## src/rtl/core/door_mon_pkg.sv

```systemverilog
// Shared types and constants for the door open monitor.
package door_mon_pkg;

    localparam int TIMER_BITS = 24;
    localparam int LIMIT_BITS = 24;
    localparam int SAMPLE_BITS = 16;
    localparam int CFG_INDEX_BITS = 2;
    localparam int CFG_DATA_BITS = 24;

    typedef logic [TIMER_BITS-1:0] timer_t;
    typedef logic [SAMPLE_BITS-1:0] sample_cnt_t;

    // Configuration register indexes
    localparam logic [CFG_INDEX_BITS-1:0] CFG_OPEN_LIMIT = 2'd0;
    localparam logic [CFG_INDEX_BITS-1:0] CFG_INVERT = 2'd1;
    localparam logic [CFG_INDEX_BITS-1:0] CFG_SAMPLE_INTERVAL = 2'd2;

    localparam logic [SAMPLE_BITS-1:0] SAMPLE_INTERVAL_RESET = 16'd50;

    // Input command codes
    localparam logic CMD_TICK = 1'b0;
    localparam logic CMD_STEP = 1'b1;

    // Reported door state codes
    localparam logic [1:0] STATE_CLOSED = 2'd0;
    localparam logic [1:0] STATE_OPEN = 2'd1;
    localparam logic [1:0] STATE_TOO_LONG = 2'd2;

    typedef enum logic [2:0] {
        MODE_CLOSED = 3'b001,
        MODE_OPEN = 3'b010,
        MODE_TOO_LONG = 3'b100
    } mode_t;

    typedef struct packed {
        logic cmd;
        logic door_pin;
    } in_item_t;

    typedef struct packed {
        logic [1:0] door_state;
        logic event_opened;
        logic event_too_long;
        logic event_closed;
        logic led_on;
        logic beep_request;
    } out_item_t;

endpackage

```

## src/rtl/core/door_open_monitor_core.sv

```systemverilog
// Door open monitor: door state machine, tick countdowns and result buffering.
//
//  channel | direction | handshake             | payload
//  in      | input     | in_valid / in_ready   | in_data  (cmd, door_pin)
//  out     | output    | out_valid / out_ready | out_data (state, events, led, beep)
//  cfg     | input     | cfg_valid / cfg_ready | cfg_index, cfg_data
//
// Each item is handled in the cycle of its transfer; its result is registered in the
// output register, or in the skid register while the output waits, one item per cycle while results are taken.
// A skid register holds one more result, so a new item is taken while the
// output waits; in_ready drops only when both result slots are full.
// cfg_ready is always high. Reset: all state cleared, sample interval 50.
module door_open_monitor_core (
    input  logic                                       clk,
    input  logic                                       rst_n,
    input  logic                                       in_valid,
    output logic                                       in_ready,
    input  door_mon_pkg::in_item_t                     in_data,
    output logic                                       out_valid,
    input  logic                                       out_ready,
    output door_mon_pkg::out_item_t                    out_data,
    input  logic                                       cfg_valid,
    output logic                                       cfg_ready,
    input  logic [door_mon_pkg::CFG_INDEX_BITS-1:0]    cfg_index,
    input  logic [door_mon_pkg::CFG_DATA_BITS-1:0]     cfg_data
);

    logic [door_mon_pkg::LIMIT_BITS-1:0] open_limit_reg;
    logic                                invert_reg;
    door_mon_pkg::sample_cnt_t           sample_interval_reg;

    door_mon_pkg::mode_t                 mode_reg, mode_next;
    door_mon_pkg::timer_t                open_cnt_reg, open_cnt_next;
    door_mon_pkg::sample_cnt_t           sample_cnt_reg, sample_cnt_next;
    logic                                cached_open_reg, cached_open_next;
    logic                                led_reg, led_next;

    door_mon_pkg::out_item_t             out_reg, skid_reg, result;
    logic                                out_valid_reg, skid_valid_reg;

    logic in_fire;
    logic out_fire;
    logic alarm_on;
    logic sample_now;
    logic door_open;

    assign in_ready  = !skid_valid_reg;
    assign cfg_ready = 1'b1;
    assign out_valid = out_valid_reg;
    assign out_data  = out_reg;
    assign in_fire   = in_valid && in_ready;
    assign out_fire  = out_valid_reg && out_ready;

    assign alarm_on   = (open_limit_reg != '0);
    assign sample_now = (sample_cnt_reg == '0);
    assign door_open  = sample_now ? (in_data.door_pin ^ invert_reg) : cached_open_reg;

    always_ff @(posedge clk or negedge rst_n)
    begin
        if (!rst_n)
        begin
            open_limit_reg      <= '0;
            invert_reg          <= 1'b0;
            sample_interval_reg <= door_mon_pkg::SAMPLE_INTERVAL_RESET;
        end
        else if (cfg_valid)
        begin
            case (cfg_index)
                door_mon_pkg::CFG_OPEN_LIMIT:
                    open_limit_reg <= cfg_data[door_mon_pkg::LIMIT_BITS-1:0];
                door_mon_pkg::CFG_INVERT:
                    invert_reg <= cfg_data[0];
                door_mon_pkg::CFG_SAMPLE_INTERVAL:
                    sample_interval_reg <= cfg_data[door_mon_pkg::SAMPLE_BITS-1:0];
                default:
                    ;
            endcase
        end
    end

    always_comb
    begin
        mode_next        = mode_reg;
        open_cnt_next    = open_cnt_reg;
        sample_cnt_next  = sample_cnt_reg;
        cached_open_next = cached_open_reg;
        led_next         = led_reg;
        result           = '0;

        if (in_data.cmd == door_mon_pkg::CMD_TICK)
        begin
            if (open_cnt_reg != '0)
                open_cnt_next = open_cnt_reg - 1'b1;
            if (sample_cnt_reg != '0)
                sample_cnt_next = sample_cnt_reg - 1'b1;
        end
        else
        begin
            // every mode samples the contact on a step once the sample countdown has run out
            if (sample_now)
            begin
                sample_cnt_next  = sample_interval_reg;
                cached_open_next = door_open;
            end
            case (mode_reg)
                door_mon_pkg::MODE_OPEN:
                begin
                    led_next = 1'b1;
                    if (open_cnt_reg == '0 && alarm_on)
                    begin
                        mode_next             = door_mon_pkg::MODE_TOO_LONG;
                        result.event_too_long = 1'b1;
                    end
                    if (!door_open)
                    begin
                        mode_next           = door_mon_pkg::MODE_CLOSED;
                        result.event_closed = 1'b1;
                    end
                end
                door_mon_pkg::MODE_TOO_LONG:
                begin
                    result.beep_request = 1'b1;
                    if (!door_open)
                    begin
                        mode_next           = door_mon_pkg::MODE_CLOSED;
                        result.event_closed = 1'b1;
                    end
                end
                default:
                begin
                    if (door_open)
                    begin
                        mode_next           = door_mon_pkg::MODE_OPEN;
                        result.event_opened = 1'b1;
                        if (alarm_on)
                            open_cnt_next = door_mon_pkg::timer_t'(open_limit_reg);
                    end
                    else
                    begin
                        mode_next = door_mon_pkg::MODE_CLOSED;
                        led_next  = 1'b0;
                    end
                end
            endcase
        end

        case (mode_next)
            door_mon_pkg::MODE_OPEN:     result.door_state = door_mon_pkg::STATE_OPEN;
            door_mon_pkg::MODE_TOO_LONG: result.door_state = door_mon_pkg::STATE_TOO_LONG;
            default:                     result.door_state = door_mon_pkg::STATE_CLOSED;
        endcase
        result.led_on = led_next;
    end

    always_ff @(posedge clk or negedge rst_n)
    begin
        if (!rst_n)
        begin
            mode_reg        <= door_mon_pkg::MODE_CLOSED;
            open_cnt_reg    <= '0;
            sample_cnt_reg  <= '0;
            cached_open_reg <= 1'b0;
            led_reg         <= 1'b0;
        end
        else if (in_fire)
        begin
            mode_reg        <= mode_next;
            open_cnt_reg    <= open_cnt_next;
            sample_cnt_reg  <= sample_cnt_next;
            cached_open_reg <= cached_open_next;
            led_reg         <= led_next;
        end
    end

    // Output register plus one skid entry; results leave in transfer order.
    always_ff @(posedge clk or negedge rst_n)
    begin
        if (!rst_n)
        begin
            out_valid_reg  <= 1'b0;
            skid_valid_reg <= 1'b0;
        end
        else if (out_fire)
        begin
            out_valid_reg  <= skid_valid_reg || in_fire;
            skid_valid_reg <= 1'b0;
        end
        else if (in_fire)
        begin
            if (!out_valid_reg)
                out_valid_reg <= 1'b1;
            else
                skid_valid_reg <= 1'b1;
        end
    end

    always_ff @(posedge clk)
    begin
        if (out_fire && skid_valid_reg)
            out_reg <= skid_reg;
        if (in_fire)
        begin
            if (!out_valid_reg || out_ready)
                out_reg <= result;
            else
                skid_reg <= result;
        end
    end

endmodule

```

## config.mk

```make
export PLATFORM = sky130hd
export DESIGN_NAME = door_open_monitor_core
export DESIGN_NICKNAME = d
export VERILOG_FILES = /design/src/rtl/core/door_mon_pkg.sv /design/src/rtl/core/door_open_monitor_core.sv
export SDC_FILE = /design/constraint.sdc
export NUM_CORES = 1
export LEC_CHECK = 0
export BUFFER_PORTS_ARGS = -buffer_cell sky130_fd_sc_hd__buf_2
export CAP_MARGIN = 20
export CORE_ASPECT_RATIO = 2
export CORE_MARGIN = 1
export CORE_UTILIZATION = 41
export DETAILED_ROUTE_END_ITERATION = 10
export HOLD_SLACK_MARGIN = 0.08
export PLACE_DENSITY = 0.57
export SETUP_SLACK_MARGIN = 0.02
export SYNTH_ARGS = -nofsm -noshare
export SYNTH_HDL_FRONTEND = slang
export SYNTH_SLANG_ARGS = --single-unit
export TNS_END_PERCENT = 5
```

## constraint.sdc

```tcl
create_clock -name clk -period 3.2 [get_ports clk]
set_input_delay 0.16 -clock clk [delete_from_list [all_inputs] [get_ports clk]]
set_output_delay 0.16 -clock clk [all_outputs]
set_load 0.005 [all_outputs]
```

==> metrics <==
row cnt=56; min cycle time layout=2.98 ns; vias in the first global route=3884; DR WL/cell=18.0 um; core box area=11800 um2; Setup Buffers After CTS=0; Max Cap Viol=0; Slew Viols, Final=0; layout cell share with drive strength beyond 1=23.5%; nets@finish=572; drt first pass iters=4; CTS tree=done; initial antenna violation count=0; fillcell total=1097; DRC=0; gr busiest metal=met2; clock root buffer master=clkbuf_16; CP max FO=22; Max Root-Sink Buffers=2; Worst Path Required=3.41 ns; Hold Buf Count CTS=24; r2r worst-path depth=8; flop2flop setup slack=0.22 ns; grt met3 use=3.54%; Mapped Area=4950 um2; XOR/XNOR Fraction of Synth Area=1.41%; Rel. slew slack=39.3%; GRT Overall Usage=21.2%; Setup crit start kind=flip-flop; Synth area leader=dfrtp_1; prevailing post-synth register cell=dfrtp_1; largest family of logic cells by synthesized area=simple AND/OR/NAND/NOR gates; post-synth top area share=42.4%; vias post-DR=3906; worst endpoint data arrival time=3.19 ns; Post-Syn Instances=466; GR Layer Usage met1=22.8%; Starting Density=42.1%; Die Span Y=157 um; Critical path origin=sample_cnt_reg[1]; Power Density=705 nW/um2; die area=12500 um2; commonest non-fill, non-tap cell in the layout=dfrtp_1; Hold Violations, Final=0; number of CTS-inserted buffers=9; Area contributors post-synth=dfrtp_1 (42%), mux2_2 (9.8%), edfxtp_1 (4.2%); Resized cells post-CTS=0; Syn-to-layout area delta=19.6%; fmax=336 MHz; crit path to=open_cnt_reg[0]; first-pass GRT wire length=19.7 mm; reg2reg start=sample_cnt_reg[1]; Starting DRT DRC Count=191; transition time of the tightest slew-check pin=0.907 ns; DRT Wirelength=12.3 mm; I/O Pins=43; Post-synth EDFFs=7; RSZ-0062 raised after global routing=no; post-synthesis simple-gate area fraction=18.4%; clock latency on the worst-skew pair=0.35 ns; M2 GR Usage=39.6%; Critical-path top delay cell=or4_4; Synth Area in Compound Gates=13.5%; crit path capture type=flip-flop; dpl cells=646; Setup Viol. Count Final=0; final setup TNS=0 ns; final cell count without fillers=686; deepest level of the CTS H-tree=3; sequential area share after synthesis=51.6%; flops & latches, synth=102; Post-DP HPWL=8.87 mm; GP Congestion=0.888; mux share of post-synthesis cell area=11.6%; worst min-delay path category=in -> reg; Final period util=93.0%; Inserted Diodes=0; outcome=finished clean; final instance area=5920 um2; crit-path cells=inv_1 -> ha_1 -> or4b_2 -> nor4_4 -> mux2i_1 -> or4_4 -> o22ai_1 -> a31oi_1; vias per cell=5.69; CP max stage delay=0.73 ns; multi-input logic area=2270 um2; Reg clk slew, reported paths=0.07 ns; Yosys cell types=63; WS Path Type=reg -> reg; Die X=79.7 um; remaining antenna violation count=0; largest net degree at the start of global routing=67; Synth async-reset ratio=86.3%; Avg Cell Area, Syn=10.6 um2; commonest cells after routing, fill and taps aside=dfrtp_1 (84), mux2_2 (43), buf_2 (40); leakage=2.40 nW; total congestion overflow=0; clock sinks=102; Synth warnings=0; Reg-to-Reg End=open_cnt_reg[0]; register area=2560 um2; peak supply drop=0.469 mV; IO Port Bufs=41; Placed Area=5350 um2; Post-Synth Adder-Cell Area=0.758%; syn_nets=502; Setup Skew=0.00996 ns
==> Yosys cell counts (all sizes together), types with 8 or more instances <==
cell and instances:
a211oi 14, o21ai 15, mux2i 9, dfrtp 84, nor3 18, nand2 39, a21oi 28, nor2 38
inv 10, nand3 17, o211ai 8, or3 8, nor4 17, clkbuf 12, mux2 43
==> per-layer routing <==
metal | wire (um) | vias to the layer above
li1 | - | 1887
met1 | 4820 | 1916
met2 | 6820 | 85
met3 | 351 | 18
met4 | 335 | 0
met5 | 0 | -
==> metrics by stage <==
stage               hold WS [ns]  util, %  setup slack [ns]  power, mW
global placement           0.321     45.5             0.346       2.95
CTS                       0.0857     50.3             0.227       4.22
finish                    0.0990     50.3             0.225       4.18
detailed placement         0.325     45.5             0.226       2.99
global route              0.0924     50.3             0.107       4.45
floorplan                 -0.136        -             0.211       2.59
==> where the power goes <==
part	internal [mW]	switching, mW
Sequential	1.65	0.322
Combinational	0.503	0.516
Clock	0.695	0.496
==> how the worst min path moves through the flow <==
stage | slack (ns) | from | to | depth (start not counted)
after global routing | 0.09 | cfg_data[0] | invert_reg | 2
final | 0.1 | cfg_data[1] | open_limit_reg[1] | 2
after detailed placement | 0.33 | rst_n | sample_cnt_reg[8] | 1
after global placement | 0.32 | rst_n | sample_cnt_reg[7] | 1
after floorplan | -0.14 | rst_n | cached_open_reg | 0
after CTS | 0.09 | cfg_data[1] | open_limit_reg[1] | 2
==> logic make-up after synthesis <==
group / after synthesis
other cells: 1
compound gates: 100
buf+inv: 29
fa+ha+maj: 3
mux: 52
flops: 102
simple gates: 171
xor+xnor: 8
==> final cells by class <==
type	instances	share of cell area, %
clock inverter	7	1.73
timing repair buffer	78	9.21
sequential	102	43.2
inverter	10	0.634
clock buffer	9	3.80
multi-input combinational	335	38.4
tap	145	3.06
==> critical path: cells and delay by family, from the launching register on <==
family,cells,cell delay (ns)
compound gates,2,0.27
flops,1,0.42
buf+inv,1,0.13
mux,1,0.22
simple gates,3,1.60
fa+ha+maj,1,0.20
(Power assumes the default switching activity.)
